### src/sv/tbc_pkg.sv
// Package for the tilt band classifier: field widths, band and mode codes, register indexes and reset values.
`timescale 1ns / 1ps

package tbc_pkg;

	localparam int AccelWidth = 16;
	localparam int LimitWidth = 16;
	localparam int CountWidth = 16;
	localparam int ModeWidth  = 3;
	localparam int BandWidth  = 2;
	localparam int CfgIdxWidth = 3;

	// Packed stream widths, rounded up to whole bytes
	localparam int InDataWidth  = 48;
	localparam int OutDataWidth = 24;

	typedef logic [BandWidth-1:0]  band_t;
	typedef logic [ModeWidth-1:0]  mode_t;
	typedef logic [CountWidth-1:0] count_t;
	typedef logic [LimitWidth-1:0] limit_t;

	// Band and reported mode codes
	localparam band_t BAND_LOW   = 2'd0;
	localparam band_t BAND_MID   = 2'd1;
	localparam band_t BAND_HIGH  = 2'd2;
	localparam band_t BAND_UNCAL = 2'd3;
	localparam mode_t MODE_HOT   = 3'd4;

	// Configuration register indexes
	localparam logic [CfgIdxWidth-1:0] REG_ENTER_MID  = 3'd0;
	localparam logic [CfgIdxWidth-1:0] REG_UPPER      = 3'd1;
	localparam logic [CfgIdxWidth-1:0] REG_RETURN_LOW = 3'd2;
	localparam logic [CfgIdxWidth-1:0] REG_LEAVE_HIGH = 3'd3;
	localparam logic [CfgIdxWidth-1:0] REG_DEBOUNCE   = 3'd4;
	localparam logic [CfgIdxWidth-1:0] REG_CALIBRATED = 3'd5;

	// Register reset values
	localparam limit_t ENTER_MID_RST  = 16'd1143;
	localparam limit_t UPPER_RST      = 16'd2845;
	localparam limit_t RETURN_LOW_RST = 16'd1086;
	localparam limit_t LEAVE_HIGH_RST = 16'd2139;
	localparam count_t DEBOUNCE_RST   = 16'd5;

endpackage

### src/sv/tilt_band_classifier_unit.sv
// Tilt band classifier: hysteresis band selection with debounce on accelerometer samples.
`timescale 1ns / 1ps
// The result reaches the master side through the input register, then the band update
// into the result register.
// Throughput: one sample per cycle unless the result side stalls (m_tready low).
// Reset (arst_n low): band low, candidate mid, counter zero, registers at their defaults,
// both stage registers empty.
module tilt_band_classifier_unit (
	input  logic clk,
	input  logic arst_n,
	// configuration write port
	input  logic                                cfg_we,
	input  logic [tbc_pkg::CfgIdxWidth-1:0]     cfg_index,
	input  logic [tbc_pkg::LimitWidth-1:0]      cfg_data,
	// sample stream
	input  logic                                s_tvalid,
	output logic                                s_tready,
	input  logic [tbc_pkg::InDataWidth-1:0]     s_tdata,  // accel_x, accel_y, accel_z
	input  logic                                s_tuser,  // overheat
	// result stream
	output logic                                m_tvalid,
	input  logic                                m_tready,
	output logic [tbc_pkg::OutDataWidth-1:0]    m_tdata   // mode, pending_mode, agree_count, pad
);

	// Configuration registers
	tbc_pkg::limit_t enter_mid_q, upper_q, return_low_q, leave_high_q;
	tbc_pkg::count_t debounce_q;
	logic            calibrated_q;

	always_ff @(posedge clk or negedge arst_n) begin
		if (!arst_n) begin
			enter_mid_q  <= tbc_pkg::ENTER_MID_RST;
			upper_q      <= tbc_pkg::UPPER_RST;
			return_low_q <= tbc_pkg::RETURN_LOW_RST;
			leave_high_q <= tbc_pkg::LEAVE_HIGH_RST;
			debounce_q   <= tbc_pkg::DEBOUNCE_RST;
			calibrated_q <= 1'b0;
		end else if (cfg_we) begin
			case (cfg_index)
				tbc_pkg::REG_ENTER_MID:  enter_mid_q  <= cfg_data;
				tbc_pkg::REG_UPPER:      upper_q      <= cfg_data;
				tbc_pkg::REG_RETURN_LOW: return_low_q <= cfg_data;
				tbc_pkg::REG_LEAVE_HIGH: leave_high_q <= cfg_data;
				tbc_pkg::REG_DEBOUNCE:   debounce_q   <= cfg_data;
				tbc_pkg::REG_CALIBRATED: calibrated_q <= cfg_data[0];
				default: ;
			endcase
		end
	end

	// Stage 1: input register
	logic                                valid_s1;
	logic signed [tbc_pkg::AccelWidth-1:0] x_s1, y_s1, z_s1;
	logic                                hot_s1;
	logic                                valid_s2;
	logic                                advance;

	assign advance  = !valid_s2 || m_tready;
	assign s_tready = !valid_s1 || advance;

	always_ff @(posedge clk or negedge arst_n) begin
		if (!arst_n) begin
			valid_s1 <= 1'b0;
		end else if (s_tready) begin
			valid_s1 <= s_tvalid;
		end
	end

	always_ff @(posedge clk) begin
		if (s_tready && s_tvalid) begin
			x_s1   <= s_tdata[15:0];
			y_s1   <= s_tdata[31:16];
			z_s1   <= s_tdata[47:32];
			hot_s1 <= s_tuser;
		end
	end

	// Tilt measure: larger magnitude of y and z, exact for the most negative value
	tbc_pkg::limit_t mag_y, mag_z, tilt;
	logic            upright;

	assign mag_y   = y_s1[15] ? (~y_s1 + 16'd1) : y_s1;
	assign mag_z   = z_s1[15] ? (~z_s1 + 16'd1) : z_s1;
	assign tilt    = (mag_y > mag_z) ? mag_y : mag_z;
	assign upright = !x_s1[15] && (x_s1 != '0);

	// Band state
	tbc_pkg::band_t  cur_q, cand_q;
	tbc_pkg::count_t cnt_q;

	// Target band from the current band's thresholds
	tbc_pkg::band_t target;
	always_comb begin
		case (cur_q)
			tbc_pkg::BAND_LOW: begin
				if (!upright)                target = tbc_pkg::BAND_HIGH;
				else if (tilt < enter_mid_q) target = tbc_pkg::BAND_LOW;
				else if (tilt < upper_q)     target = tbc_pkg::BAND_MID;
				else                         target = tbc_pkg::BAND_HIGH;
			end
			tbc_pkg::BAND_MID: begin
				if (!upright)                 target = tbc_pkg::BAND_HIGH;
				else if (tilt < return_low_q) target = tbc_pkg::BAND_LOW;
				else if (tilt < upper_q)      target = tbc_pkg::BAND_MID;
				else                          target = tbc_pkg::BAND_HIGH;
			end
			tbc_pkg::BAND_HIGH: begin
				if (!upright)                 target = tbc_pkg::BAND_HIGH;
				else if (tilt < return_low_q) target = tbc_pkg::BAND_LOW;
				else if (tilt < leave_high_q) target = tbc_pkg::BAND_MID;
				else                          target = tbc_pkg::BAND_HIGH;
			end
			default: target = tbc_pkg::BAND_MID;
		endcase
	end

	// Debounce and next state
	tbc_pkg::band_t  cur_d, cand_d;
	tbc_pkg::count_t cnt_d, cnt_inc;
	tbc_pkg::mode_t  shown;

	assign cnt_inc = cnt_q + 16'd1;

	always_comb begin
		cur_d  = cur_q;
		cand_d = cand_q;
		cnt_d  = cnt_q;
		if (hot_s1) begin
			shown = tbc_pkg::MODE_HOT;
		end else if (!calibrated_q) begin
			cur_d = tbc_pkg::BAND_UNCAL;
			shown = {1'b0, tbc_pkg::BAND_UNCAL};
		end else begin
			if (target != cur_q) begin
				if (target == cand_q) begin
					if (cnt_inc >= debounce_q) begin
						cur_d = target;
						cnt_d = '0;
					end else begin
						cnt_d = cnt_inc;
					end
				end else begin
					cand_d = target;
					cnt_d  = 16'd1;
				end
			end else begin
				cnt_d  = '0;
				cand_d = cur_q;
			end
			shown = {1'b0, cur_d};
		end
	end

	always_ff @(posedge clk or negedge arst_n) begin
		if (!arst_n) begin
			cur_q  <= tbc_pkg::BAND_LOW;
			cand_q <= tbc_pkg::BAND_MID;
			cnt_q  <= '0;
		end else if (valid_s1 && advance) begin
			cur_q  <= cur_d;
			cand_q <= cand_d;
			cnt_q  <= cnt_d;
		end
	end

	// Stage 2: result register
	tbc_pkg::mode_t  mode_s2;
	tbc_pkg::band_t  pend_s2;
	tbc_pkg::count_t agree_s2;

	always_ff @(posedge clk or negedge arst_n) begin
		if (!arst_n) begin
			valid_s2 <= 1'b0;
		end else if (advance) begin
			valid_s2 <= valid_s1;
		end
	end

	always_ff @(posedge clk) begin
		if (valid_s1 && advance) begin
			mode_s2  <= shown;
			pend_s2  <= cand_d;
			agree_s2 <= cnt_d;
		end
	end

	assign m_tvalid = valid_s2;
	assign m_tdata  = {3'b000, agree_s2, pend_s2, mode_s2};

	// Checks
	a_count_needs_other_cand: assert property (@(posedge clk) disable iff (!arst_n)
		(cnt_q != '0) |-> (cand_q != cur_q))
		else $error("nonzero agree count while candidate equals current band");

	a_cand_never_uncal: assert property (@(posedge clk) disable iff (!arst_n)
		cand_q != tbc_pkg::BAND_UNCAL)
		else $error("candidate band holds the uncalibrated code");

	a_s1_moves_to_s2: assert property (@(posedge clk) disable iff (!arst_n)
		(valid_s1 && advance) |=> valid_s2)
		else $error("sample left stage 1 without reaching the result register");

	a_s1_held_on_stall: assert property (@(posedge clk) disable iff (!arst_n)
		(valid_s1 && !advance) |=> (valid_s1 && $stable(cnt_q) && $stable(cur_q)))
		else $error("band state moved while stage 1 was stalled");

endmodule

### config.mk
export PLATFORM = sky130hd
export DESIGN_NAME = tilt_band_classifier_unit
export DESIGN_NICKNAME = d
export VERILOG_FILES = /design/src/sv/tbc_pkg.sv /design/src/sv/tilt_band_classifier_unit.sv
export SDC_FILE = /design/constraint.sdc
export NUM_CORES = 1
export LEC_CHECK = 0
export BUFFER_PORTS_ARGS = -buffer_cell sky130_fd_sc_hd__buf_2
export CORE_ASPECT_RATIO = 0.9
export CORE_MARGIN = 2
export CORE_UTILIZATION = 25
export DETAILED_ROUTE_END_ITERATION = 10
export GPL_TIMING_DRIVEN = 0
export PLACE_DENSITY = 0.39
export RECOVER_POWER = 50
export SETUP_SLACK_MARGIN = 0.4
export SLEW_MARGIN = 20
export SYNTH_ARGS = -nofsm -noshare
export SYNTH_HDL_FRONTEND = slang
export SYNTH_SLANG_ARGS = --single-unit
### constraint.sdc
create_clock -name clk -period 8.9 [get_ports clk]
set_clock_uncertainty 0.2 [all_clocks]
set_input_delay 1.78 -clock clk [delete_from_list [all_inputs] [get_ports clk]]
set_output_delay 1.78 -clock clk [all_outputs]
set_load 0.01 [all_outputs]
# Word level (Yosys, flattened, before mapping)
# Index checks and enable logic that the tools add are counted.
dict set report word_totals {
  reg_bits 173
  inputBits 73
  wordCells 83
}
dict set report classes {
  addsub 3
  magnitude_cmp 6
  eq_ne 9
  mux 26
  n_bitwise 3
  reduce_logical 18
}
# operator count
set ops {}
lappend ops {{2-to-1 mux 16 bit} 8}
lappend ops {{< comparator 16 bit} 4}
lappend ops {{adder 16 x 1 -> 16 bit, second input constant} 3}
lappend ops {{2-to-1 mux 2 bit} 17}
lappend ops {{NOT 16 bit} 2}
lappend ops {{>= comparator 16 bit} 1}
lappend ops {{> comparator 16 bit} 1}
lappend ops {{nonzero test 16 bit} 1}
lappend ops {{AND reduction 2 bit} 7}
lappend ops {{equality test 3 x 2 -> 1 bit, second input constant} 2}
lappend ops {{equality test 3 bit, second input constant} 2}
lappend ops {{case mux 2 bit (3 select lines)} 1}
lappend ops {{equality test 3 x 1 -> 1 bit, second input constant} 1}
lappend ops {{logical AND 1 bit} 3}
lappend ops {{logical NOT 1 bit} 3}
lappend ops {{logical NOT 3 bit} 1}
lappend ops {{equality test 2 x 1 -> 1 bit, second input constant} 1}
lappend ops {{equality test 2 bit} 1}
lappend ops {{equality test 2 bit, second input constant} 1}
lappend ops {{logical NOT 2 bit} 1}
lappend ops {{logical OR 1 bit} 2}
lappend ops {{!= test 2 bit} 1}
lappend ops {{NOT 1 bit} 1}

# Logic depth before layout (Yosys ltp)
# Gate-level depths: netlist of run 1.
dict set report logic_depth {
  depth_word 15
  mapped_depth 30
  mapped_depth_nobuf 26
}

# Least setup slack after synthesis of run 1
# Ideal clock, no wire load.
dict set report synth_path {
  path_type {reg-to-reg}
  start {register y_s1[11] (netlist bit)}
  end {register mode_s2[1] (data pin)}
  setup_ps 262
  arrival_time_ps 6561
  path_slack_ps 1877
  path_stages_with_launch 27
  period_less_slack_ps 7023
  cell_sequence {edfxtp_1 or4_1 or2_2 o21ai_0 xnor2_1 ha_1 nand4_1 nor4_1 a21boi_1 nor3_1 or2_2 clkbuf_1 buf_1 a21oi_1 ha_1 a2111oi_0 o221ai_1 a2111oi_0 a31oi_1 or4_4 a32oi_2 and3_1 o22ai_4 buf_6 o41ai_1 o2bb2ai_1 a21oi_1}
}
dict set report synth_between {
  elab_chain_len 14
  word_cells_on_any_way 24
  cone_classes {1 x add/sub; 5 x order compare; 2 x eq/ne; 15 x mux; 1 x bitwise}
}
# element line
set synth_rtl {}
lappend synth_rtl {{start: declaration} tilt_band_classifier_unit.sv:54} ;# logic signed [tbc_pkg::AccelWidth-1:0] x_s1, y_s1, z_s1;
lappend synth_rtl {{start signal: assignment} tilt_band_classifier_unit.sv:73} ;# y_s1 <= s_tdata[31:16];
lappend synth_rtl {{NOT 16 bit} tilt_band_classifier_unit.sv:83} ;# assign mag_y = y_s1[15] ? (~y_s1 + 16'd1) : y_s1;
lappend synth_rtl {{adder 16 x 1 -> 16 bit} tilt_band_classifier_unit.sv:83}
lappend synth_rtl {{2-to-1 mux 16 bit (*)} tilt_band_classifier_unit.sv:83}
lappend synth_rtl {{> comparator 16 bit} tilt_band_classifier_unit.sv:85} ;# assign tilt = (mag_y > mag_z) ? mag_y : mag_z;
lappend synth_rtl {{2-to-1 mux 16 bit (*)} tilt_band_classifier_unit.sv:85}
lappend synth_rtl {{< comparator 16 bit (on tied branches)} {tilt_band_classifier_unit.sv:111, tilt_band_classifier_unit.sv:99, tilt_band_classifier_unit.sv:105}}
lappend synth_rtl {{2-to-1 mux 2 bit (on tied branches)} {tilt_band_classifier_unit.sv:111, tilt_band_classifier_unit.sv:99, tilt_band_classifier_unit.sv:105}}
lappend synth_rtl {{2-to-1 mux 2 bit (on tied branches)} {tilt_band_classifier_unit.sv:110, tilt_band_classifier_unit.sv:98, tilt_band_classifier_unit.sv:104}}
lappend synth_rtl {{2-to-1 mux 2 bit (on tied branches)} {tilt_band_classifier_unit.sv:109, tilt_band_classifier_unit.sv:97, tilt_band_classifier_unit.sv:103}}
lappend synth_rtl {{case mux 2 bit (3 select lines) (*)} tilt_band_classifier_unit.sv:95} ;# case (cur_q)
lappend synth_rtl {{equality test 2 bit / 2-to-1 mux 2 bit (equally long branches)} {tilt_band_classifier_unit.sv:136, tilt_band_classifier_unit.sv:137}}
lappend synth_rtl {{2-to-1 mux 2 bit} tilt_band_classifier_unit.sv:136} ;# if (target == cand_q) begin
lappend synth_rtl {{2-to-1 mux 2 bit (*)} tilt_band_classifier_unit.sv:135} ;# if (target != cur_q) begin
lappend synth_rtl {{2-to-1 mux 2 bit (*)} tilt_band_classifier_unit.sv:131} ;# end else if (!calibrated_q) begin
lappend synth_rtl {{end signal: assignment} tilt_band_classifier_unit.sv:182} ;# mode_s2 <= shown;
lappend synth_rtl {{end: declaration} tilt_band_classifier_unit.sv:168} ;# tbc_pkg::mode_t mode_s2;
# Every way passes the cells marked *; elsewhere a longest branch is shown, timed or not.
# A chain may end at the register's enable or synchronous reset.

# Final worst setup path of run 1
dict set report layout_path {
  start {register z_s1[0] (netlist bit)}
  end {register agree_s2[8] (data pin)}
}
dict set report layout_between {
  elab_chain_len 15
  word_cells_on_any_way 24
  cone_classes {1 x add/sub; 5 x order compare; 2 x eq/ne; 15 x mux; 1 x bitwise}
}
# element line
set layout_rtl {}
lappend layout_rtl {{start: declaration} tilt_band_classifier_unit.sv:54}
lappend layout_rtl {{start signal: assignment} tilt_band_classifier_unit.sv:74} ;# z_s1 <= s_tdata[47:32];
lappend layout_rtl {{NOT 16 bit} tilt_band_classifier_unit.sv:84} ;# assign mag_z = z_s1[15] ? (~z_s1 + 16'd1) : z_s1;
lappend layout_rtl {{adder 16 x 1 -> 16 bit} tilt_band_classifier_unit.sv:84}
lappend layout_rtl {{2-to-1 mux 16 bit (*)} tilt_band_classifier_unit.sv:84}
lappend layout_rtl {{> comparator 16 bit} tilt_band_classifier_unit.sv:85}
lappend layout_rtl {{2-to-1 mux 16 bit (*)} tilt_band_classifier_unit.sv:85}
lappend layout_rtl {{< comparator 16 bit (on tied branches)} {tilt_band_classifier_unit.sv:111, tilt_band_classifier_unit.sv:99, tilt_band_classifier_unit.sv:105}}
lappend layout_rtl {{2-to-1 mux 2 bit (on tied branches)} {tilt_band_classifier_unit.sv:111, tilt_band_classifier_unit.sv:99, tilt_band_classifier_unit.sv:105}}
lappend layout_rtl {{2-to-1 mux 2 bit (on tied branches)} {tilt_band_classifier_unit.sv:110, tilt_band_classifier_unit.sv:98, tilt_band_classifier_unit.sv:104}}
lappend layout_rtl {{2-to-1 mux 2 bit (on tied branches)} {tilt_band_classifier_unit.sv:109, tilt_band_classifier_unit.sv:97, tilt_band_classifier_unit.sv:103}}
lappend layout_rtl {{case mux 2 bit (3 select lines) (*)} tilt_band_classifier_unit.sv:95}
lappend layout_rtl {{equality test 2 bit} tilt_band_classifier_unit.sv:136}
lappend layout_rtl {{2-to-1 mux 16 bit} tilt_band_classifier_unit.sv:136}
lappend layout_rtl {{2-to-1 mux 16 bit (*)} tilt_band_classifier_unit.sv:135}
lappend layout_rtl {{2-to-1 mux 16 bit (*)} tilt_band_classifier_unit.sv:131}
lappend layout_rtl {{2-to-1 mux 16 bit (*)} tilt_band_classifier_unit.sv:129} ;# if (hot_s1) begin
lappend layout_rtl {{net cnt_d[8]} tilt_band_classifier_unit.sv:120} ;# tbc_pkg::count_t cnt_d, cnt_inc;
lappend layout_rtl {{end signal: assignment} tilt_band_classifier_unit.sv:184} ;# agree_s2 <= cnt_d;
lappend layout_rtl {{end: declaration} tilt_band_classifier_unit.sv:170} ;# tbc_pkg::count_t agree_s2;
# The timed path passes the listed nets; every way through them passes the cells marked *.

==> impl_metrics.csv, run 1 <==
group,metric,value,unit
run_status,status,"finished, violations left",
run_status,violations,"capacitance limit, slew limit",
worst_setup_path,reg2reg_slack,930,ps
detailed_routing,via_per_inst,4.60,
cts,cts_root_buf,"clkbuf_16",
detailed_routing,routed_wl,28800,µm
finish,post-route-cell-area,0.0122,mm²
worst_setup_path,critPathKind,"flop to flop",
yosys,ys_top_cells_by_area,"edfxtp_1 (20%), dfrtp_1 (18%), ha_1 (12%)",
pwr,vdd_drop_max,146,µV
yosys,synth_top_family_by_area,"compound AO/OA/AOI/OAI gates",
finish,diodes,0,
yosys,syn_area,0.0103,mm²
detailed_routing,routed.top_layer,"met4",
yosys,syn_area_per_cell,10.2,µm²
global_routing,grt_use_total,13.9,%
yosys,ys_warn_count,0,
yosys,async_flop_share,59.5,%
detailed_routing,wl_met3,944,µm
global_routing,grt_max_degree,58,
finish,layout_commonest_cell,"nand2_1",
placement,hpwl,22300,µm
yosys,synth_ff_type,"dfrtp_1",
sta,slew_viol_final,156,
pwr,switching_share,37.5,%
cts,clkTransAtPathRegs,70,ps
worst_setup_path,cp.arrival,7960,ps
global_routing,grt_pass1_wl,45400,µm
finish,drive_above_1_share,20.6,%
detailed_routing,drc,0,
worst_setup_path,end_kind,"flop",
cts,clk_path_buf_depth,2,
detailed_routing,drtAntennaViolNets,0,
pwr,p_total,2910,µW
worst_setup_path,crit_end,"agree_s2[8]",
worst_setup_path,crit_path_max_fanout,10,
cts,cts_sinks,173,
detailed_routing,drt_iter0_drc,342,
floorplanning,num_io_pins,99,
placement,placed_area,0.0115,mm²
pwr,power_frac_clock,26.7,%
cts,cts_tree,"yes",
worst_setup_path,r2r_start,"z_s1[0]",
detailed_routing,dr.pass1.iters,5,
detailed_routing,wire_per_inst,17.2,µm
finish,final_net_count,1290,
yosys,synthXorXnorAreaFrac,3.42,%
floorplanning,fp.dieArea,0.0427,mm²
sta,slew_headroom,-127,%
global_routing,antenna_found_initial,0,
yosys,ys_ff_latch,173,
floorplanning,num_rows,70,
yosys,yosys.cell_types.count,79,
yosys,synth-compound-area-share,17.4,%
sta,period_minus_slack,7970,ps
worst_setup_path,critPathLaunch,"z_s1[0]",
pwr,combPwrFrac,38.1,%
yosys,yosys.area_share.simple,13.7,%
worst_setup_path,ff2ff_path_depth,27,
pwr,p_sw,1090,µW
yosys,synth-edff-count,70,
detailed_routing,vias,7709,
cts,numCtsBuffers,17,
yosys,yosysTopAreaCellShare,20.5,%
pwr,seq_power_share,35.2,%
sta,worst_pin_slew,3410,ps
detailed_routing,wl_met2,12700,µm
cts,insertion_delay,450,ps
placement,gp_congestion,0.776,
sta,finalHoldViolCount,0,
yosys,muxShareOfSynthArea,2.72,%
global_routing,grt-ovfl-total,0,
finish,fillers,4217,
pwr,power.density,238,mW/mm²
yosys,seq_area_frac_synth,46.0,%
sta,rsz0062_at_grt,"no",
hold_path,min_delay_path_depth,1,
sta,finalSetupViolCount,0,
yosys,synth_cells,1003,
pwr,intPower,1820,µW
detailed_routing,wl_met1,14800,µm
sta,setup_tns,0,ps
cts,cts_htree_levels,4,
finish,mostFrequentLayoutCells,"nand2_1 (115), ha_1 (95), buf_2 (94)",
sta,layout_worst_path_cycle_share,89.5,%
floorplanning,die_w,218,µm
floorplanning,core-area,0.0406,mm²
worst_setup_path,required,8890,ps
pwr,leakagePower,0.00517,µW
yosys,synth_fa_ha_area_share,11.6,%
sta,fmax,0.126,GHz
finish,area_delta_synth_final,19.0,%
yosys,synth_top_area_cell,"edfxtp_1",
worst_setup_path,r2r-end,"agree_s2[8]",
flow_run,drv_cap,3,
worst_setup_path,crit_path_start_kind,"flop",
global_routing,grt_pass1_vias,7847,
placement,numPortBuffers,95,
floorplanning,die-height,196,µm
floorplanning,start_util,25.3,%
hold_path,hold_path.class,"flop to flop",
[routing by layer]
metal	up-vias	track usage (%)
li1	3893	-
met1	3683	19.8
met2	116	21.7
met3	17	2.81
met4	0	3.35
met5	-	0
[repair_timing]
| item | CTS | global route |
|---|---|---|
| endpoints found under the setup margin | 38 | 37 |
| pin swaps | 0 | 3 |
| buffers inserted | 0 | 2 |
| hold buffers | 0 | 0 |
| resized for setup | 16 | 20 |
| gates cloned | 0 | 0 |
[flip-flops by register name (all words and copies together) (netlist names)]
register      count
agree_s2         16
calibrated_q      1
cand_q            2
cnt_q            16
cur_q             2
debounce_q       16
enter_mid_q      16
hot_s1            1
leave_high_q     16
m_tvalid          1
mode_s2           3
pend_s2           2
return_low_q     16
upper_q          16
valid_s1          1
x_s1             16
y_s1             16
z_s1             16
[cells in the mapped netlist (12+ instances only)]
cell type    n
ha_1        95
nand4_1     15
a21o_1      15
xnor2_1     14
xor2_1      26
a32o_1      18
inv_1       91
and3_1      14
o31ai_1     28
nor2b_1     12
dfrtp_1     74
mux2_2      23
o21ai_0     84
a21oi_1     38
nand3_1     19
nand2_1    115
dfstp_2     29
edfxtp_1    70
clkbuf_1    28
nor2_1      40
[area by class of cell]
class / instances / area, µm² / share of cell area (%)
Sequential cell: 173 / 4720 / 38.6
Timing Repair Buffer: 98 / 490 / 4.02
Tap cell: 540 / 676 / 5.53
Inverter: 91 / 342 / 2.80
Clock inverter: 12 / 125 / 1.02
Multi-Input combinational cell: 700 / 5180 / 42.4
Clock buffer: 20 / 478 / 3.91
Buffer: 41 / 203 / 1.66
[worst min path at each step]
stage,start,end,slack (ps)
3_3_place_gp,valid_s1,m_tvalid,280
5_1_grt,enter_mid_q[5],enter_mid_q[5],330
4_1_cts,valid_s1,m_tvalid,300
2_1_floorplan,valid_s1,m_tvalid,260
6_report,valid_s1,m_tvalid,300
3_5_place_dp,leave_high_q[15],leave_high_q[15],290
[cells by family (layout without fill, tap and decap cells)]
kind of cell / count (synthesis) / in the layout
compound gates: 255 / 255
xor+xnor: 40 / 40
fa+ha+maj: 95 / 95
buf+inv: 132 / 262
flops: 173 / 173
mux: 25 / 25
other cells: 1 / 3
simple gates: 282 / 282
[through the flow]
| step | worst slack, ps | util (%) | cells | hold slack [ps] |
|---|---|---|---|---|
| after CTS | 414 | 29.9 | 1673 | 304 |
| after detailed placement | -166 | 28.2 | 1641 | 294 |
| after global routing | 441 | 30.1 | 1675 | 332 |
| after global placement | -546 | 28.2 | 1640 | 279 |
| after floorplan | 1880 | - | 1005 | 257 |
| final | 932 | 30.1 | 1675 | 301 |
[power groups by stage]
stage          Sequential (µW)  Combinational (µW)  Clock [µW]
4_1_cts                   1020                1090         812
5_1_grt                   1040                1260         839
2_1_floorplan             1030                 745           0
6_report                  1020                1110         777
3_3_place_gp              1040                1060           0
3_5_place_dp              1040                1060           0
[critical path, cell delays in order, from the launching register on]
cell and delay (ps):
edfxtp_1 450, inv_1 150, ha_1 190, nor2b_1 250, nand3_1 150, o41ai_1 320, xor2_1 170, ha_1 320
nand4_1 290, nor4_4 440, a21boi_2 320, nor3_1 90, or2_2 290, clkbuf_2 200, buf_2 240, a21oi_4 250
ha_1 300, a2111oi_0 430, o221ai_1 310, a2111oi_1 450, a31oi_1 80, or4_4 480, a32oi_2 250, a21oi_1 150
o22ai_4 290, clkbuf_4 300, o31ai_1 90, a32o_1 250
Power figures use the tool's default switching activity.
==> run 2, diff against run 1 <==
--- a/config.mk
+++ b/config.mk
@@ -9,6 +9,7 @@
 export CORE_ASPECT_RATIO = 0.9
 export CORE_MARGIN = 2
 export CORE_UTILIZATION = 25
+export CTS_BUF_LIST = sky130_fd_sc_hd__clkbuf_4 sky130_fd_sc_hd__clkbuf_8
 export DETAILED_ROUTE_END_ITERATION = 10
 export GPL_TIMING_DRIVEN = 0
 export PLACE_DENSITY = 0.39
==> constraint.sdc (replaced) <==
create_clock -name clk -period 7.7 [get_ports clk]
set_clock_uncertainty 0.2 [all_clocks]
set_input_delay 1.54 -clock clk [delete_from_list [all_inputs] [get_ports clk]]
set_output_delay 1.54 -clock clk [all_outputs]
set_load 0.01 [all_outputs]
==> run 2 against run 1 <==
- the run still ends with capacitance limit, slew limit left
- sequential power up 16%
- combinational power is 44% higher
- core utilization grew 1.6 points
- power increased by 20%
- worst hold slack improved by 9.8 ps
- largest power group unchanged
- highest routed layer unchanged
==> impl_metrics.csv, run 2 (synthesized netlist as in run 1, its figures left out) <==
group,metric,value,unit
finish,diodes,0,
global_routing,grt_use_total,14.1,%
sta,worst_pin_slew,3380,ps
finish,drive_above_1_share,27.0,%
sta,fin_hold_ws,311,ps
worst_setup_path,critPathKind,"flop to flop",
worst_setup_path,crit_path_start_kind,"flop",
placement,hpwl,22300,µm
placement,numPortBuffers,95,
global_routing,grt_pass1_wl,46000,µm
hold_path,hold_path.class,"flop to flop",
placement,place_ws,-1370,ps
sta,rsz0062_at_grt,"yes",
detailed_routing,dr.pass1.iters,4,
worst_setup_path,crit_path_max_fanout,10,
pwr,leakagePower,0.00542,µW
sta,layout_worst_path_cycle_share,92.0,%
sta,period_minus_slack,7090,ps
worst_setup_path,end_kind,"flop",
finish,area_delta_synth_final,25.4,%
global_routing,antenna_found_initial,0,
global_routing,grt-ovfl-total,0,
floorplanning,die-height,196,µm
detailed_routing,vias,7908,
worst_setup_path,required,7750,ps
floorplanning,start_util,25.3,%
floorplanning,num_rows,70,
worst_setup_path,critPathSlowestCell,"or4_4",
cts,clkTransAtPathRegs,100,ps
pwr,power.density,271,mW/mm²
global_routing,grt_pass1_vias,8016,
floorplanning,core-area,0.0406,mm²
sta,finalSetupViolCount,0,
global_routing,grt_max_degree,58,
finish,final_net_count,1332,
detailed_routing,routed_wl,29700,µm
sta,slew_headroom,-125,%
detailed_routing,drt_iter0_drc,368,
floorplanning,fp.dieArea,0.0427,mm²
detailed_routing,wire_per_inst,17.3,µm
finish,layout_commonest_cell,"nand2_1",
floorplanning,die_w,218,µm
run_status,status,"finished, violations left",
detailed_routing,drc,0,
detailed_routing,drtAntennaViolNets,0,
cts,cts_htree_levels,4,
cts,cts_sinks,173,
sta,layout_setup_ws,614,ps
cts,numCtsBuffers,17,
worst_setup_path,cp.arrival,7130,ps
sta,finalHoldViolCount,0,
cts,insertion_delay,500,ps
cts,cts_tree,"yes",
run_status,violations,"capacitance limit, slew limit",
cts,clk_path_buf_depth,2,
detailed_routing,via_per_inst,4.61,
cts,cts_root_buf,"clkbuf_8",
sta,slew_viol_final,156,
finish,mostFrequentLayoutCells,"nand2_1 (115), ha_1 (92), buf_2 (92)",
flow_run,drv_cap,3,
floorplanning,num_io_pins,99,
sta,fmax,0.141,GHz
placement,gp_congestion,0.776,
worst_setup_path,slowest_delay,580,ps
pwr,vdd_drop_max,129,µV
==> run 2: power by group <==
group	total [µW]	internal (µW)	switching, µW
combinational	1600	685	914
sequential	1180	1130	57.5
clock	700	314	386
==> run 2: path summary, 6_finish.rpt <==
kind / from / endpoint / slack (ps) / depth (start not counted)
setup / recovery: z_s1[4] / mode_s2[1] / 610 / 28
hold / removal: valid_s1 / m_tvalid / 310 / 1
setup reg to reg: z_s1[4] / mode_s2[1] / 610 / 28
hold reg to reg: valid_s1 / m_tvalid / 310 / 1
max in group asynchronous: arst_n / return_low_q[13] / 1350 / 2
min in group asynchronous: arst_n / cnt_q[8] / 1710 / 1
==> run 2: worst max-delay path: cells and delay by family, from the launching register on <==
kind	cells	cell delay, ps
buffers and inverters	4	540
AOI/OAI and AO/OA	11	2380
xor gates and xnor gates	1	280
DFF	1	470
and+or+nand+nor	10	2400
adders and majority gates	2	540
==> run 2: per-stage QoR <==
stage               power (µW)  area, µm²  TNS, ps  instances  util (%)
floorplan                 2050      10300        0       1005         -
global placement          2430      11400   -57630       1640      28.2
detailed placement        2430      11500   -43410       1641      28.2
CTS                       3280      12300        0       1687      30.3
global route              3740      12900        0       1717      31.7
finish                    3480      12900        0       1717      31.7
==> run 2: layer usage <==
layer	GRT usage (%)	routed length, µm
met5	0	0
met4	3.09	250
met1	19.8	15100
met3	2.91	899
met2	22.2	13500
==> run 2: repair_timing <==
item,in CTS,in global routing
pin swaps,12,26
setup endpoints to repair,40,38
hold buffers,0,0
setup buffers,14,27
gates resized for setup,65,60
gates cloned,0,3
==> run 2: area by class of cell <==
cell class,count,area [µm²]
fill,4162,27700
multi-input combinational,700,5580
sequential,173,4720
timing repair buffer,140,873
tap,540,676
inverter,91,342
clock buffer,19,262
buffer,41,256
clock inverter,13,155
==> run 3, diff against run 2 <==
==> constraint.sdc (replaced) <==
create_clock -name clk -period 7.7 [get_ports clk]
set_clock_uncertainty 0.2 [all_clocks]
set_input_delay 0.77 -clock clk [delete_from_list [all_inputs] [get_ports clk]]
set_output_delay 0.77 -clock clk [all_outputs]
set_load 0.01 [all_outputs]
==> run 3 against run 2 <==
- worst setup slack better by 7.2 ps
- combinational power about the same
- register-to-register slack hardly changed
- maximum frequency increased by 0.10%
- the run still ends with capacitance limit, slew limit left
- core utilization about the same
- critical path type unchanged
==> impl_metrics.csv, run 3 (synthesized netlist as in run 1, its figures left out) <==
group,metric,value,unit
worst_setup_path,reg2reg_slack,620,ps
placement,post-place-cells,1641,
floorplanning,start_util,25.3,%
sta,slew_headroom,-127,%
sta,slew_viol_final,156,
pwr,leakagePower,0.00542,µW
worst_setup_path,crit_path_max_fanout,10,
worst_setup_path,critPathTopFamily,"simple AND/OR/NAND/NOR gates",
worst_setup_path,critPathKind,"flop to flop",
placement,placed_area,0.0115,mm²
global_routing,grt_use_total,14.1,%
cts,cts_root_buf,"clkbuf_8",
hold_path,hold_path.class,"primary input to flop",
floorplanning,num_rows,70,
placement,gp_congestion,0.776,
cts,cts_sinks,173,
global_routing,grt_pass1_vias,8024,
sta,period_minus_slack,7080,ps
worst_setup_path,critPathSlowestCell,"or4_4",
finish,diodes,0,
cts,insertion_delay,500,ps
worst_setup_path,cp.arrival,7130,ps
sta,finalHoldViolCount,0,
detailed_routing,drt_iter0_drc,383,
sta,finalSetupViolCount,0,
detailed_routing,drc,0,
sta,layout_worst_path_cycle_share,91.9,%
finish,final_net_count,1333,
worst_setup_path,slowest_delay,580,ps
floorplanning,die-height,196,µm
detailed_routing,via_per_inst,4.63,
pwr,vdd_drop_max,130,µV
placement,numPortBuffers,95,
finish,stdcell_count,1718,
global_routing,grt-ovfl-total,0,
finish,layout_commonest_cell,"nand2_1",
worst_setup_path,end_kind,"flop",
finish,area_delta_synth_final,25.5,%
cts,clk_path_buf_depth,2,
floorplanning,die_w,218,µm
cts,cts_tree,"yes",
pwr,power.density,270,mW/mm²
detailed_routing,drtAntennaViolNets,0,
flow_run,drv_cap,3,
sta,rsz0062_at_grt,"yes",
cts,cts_htree_levels,4,
sta,setup_tns,0,ps
global_routing,grt_pass1_wl,46000,µm
floorplanning,num_io_pins,99,
detailed_routing,routed_wl,29700,µm
floorplanning,core-area,0.0406,mm²
detailed_routing,vias,7952,
detailed_routing,wire_per_inst,17.3,µm
sta,fin_hold_ws,249,ps
placement,hpwl,22300,µm
sta,worst_pin_slew,3400,ps
global_routing,antenna_found_initial,0,
run_status,status,"finished, violations left",
sta,fmax,0.141,GHz
cts,numCtsBuffers,17,
cts,clkTransAtPathRegs,100,ps
worst_setup_path,required,7750,ps
floorplanning,fp.dieArea,0.0427,mm²
detailed_routing,dr.pass1.iters,5,
global_routing,grt_max_degree,58,
finish,drive_above_1_share,26.9,%
worst_setup_path,path_buf_inv,4,
run_status,violations,"capacitance limit, slew limit",
finish,mostFrequentLayoutCells,"nand2_1 (115), ha_1 (92), buf_2 (92)",
finish,final_util,31.7,%
finish,post-route-cell-area,0.0129,mm²
worst_setup_path,crit_path_start_kind,"flop",
run 3: changes by cell type in the layout (fill, tap and decap cells not counted), sizes merged:
cell | before | now
dlygate4sd3 | 0 | 1
run 3: what timing repair did:
action	CTS	global route
hold buffers	1	0
buffers inserted	14	27
pin swaps	12	26
resized for setup	65	60
gates cloned	0	3
setup endpoints to repair	40	38
hold endpoints to repair	4	0
run 3: final timing paths:
check                      startpoint          endpoint  cells after the start
min reg2reg                  valid_s1          m_tvalid                      1
min in group asynchronous      arst_n          cnt_q[8]                      2
max reg2reg                   z_s1[4]        mode_s2[1]                     28
max in group asynchronous      arst_n  return_low_q[13]                      3
max                           z_s1[4]        mode_s2[1]                     28
min                        s_tdata[2]           x_s1[2]                      1
run 3: layout make-up:
| type | count | area [µm²] |
|---|---|---|
| clock inverter | 13 | 155 |
| buffer | 41 | 256 |
| inverter | 91 | 342 |
| tap | 540 | 676 |
| fill | 4161 | 27700 |
| timing repair buffer | 141 | 883 |
| clock buffer | 19 | 262 |
| multi-input combinational | 700 | 5580 |
| sequential | 173 | 4720 |
run 3: through the flow:
step,worst slack [ps],total power (µW)
5_1_grt,309,3740
4_1_cts,417,3280
3_5_place_dp,-1370,2430
2_1_floorplan,677,2050
6_report,621,3480
3_3_place_gp,-1750,2430
run 3: power breakdown:
| part | internal (µW) | total, µW | switching (µW) | leakage (µW) |
|---|---|---|---|---|
| clock | 314 | 701 | 386 | 0.000212 |
| sequential | 1130 | 1180 | 57.4 | 0.00191 |
| combinational | 685 | 1600 | 913 | 0.00330 |
| total | 2120 | 3480 | 1360 | 0.00542 |
run 3: worst reg2reg max path, delay by kind of cell, from the launching register on:
family	cells	cell delay [ps]
AND/OR/NAND/NOR	10	2400
AO/OA/AOI/OAI	11	2380
adder cells (fa/ha/maj)	2	540
buffers and inverters	4	540
XOR/XNOR	1	280
flip-flops	1	470
run 3: layer usage:
metal,GRT usage [%],vias up,routed length [µm],part of all wire (%)
met2,22.2,126,13500,45
met1,19.8,3852,15000,51
met3,2.91,12,942,3.2
li1,-,3962,-,-
met5,0,-,0,0
met4,3.09,0,250,0.84
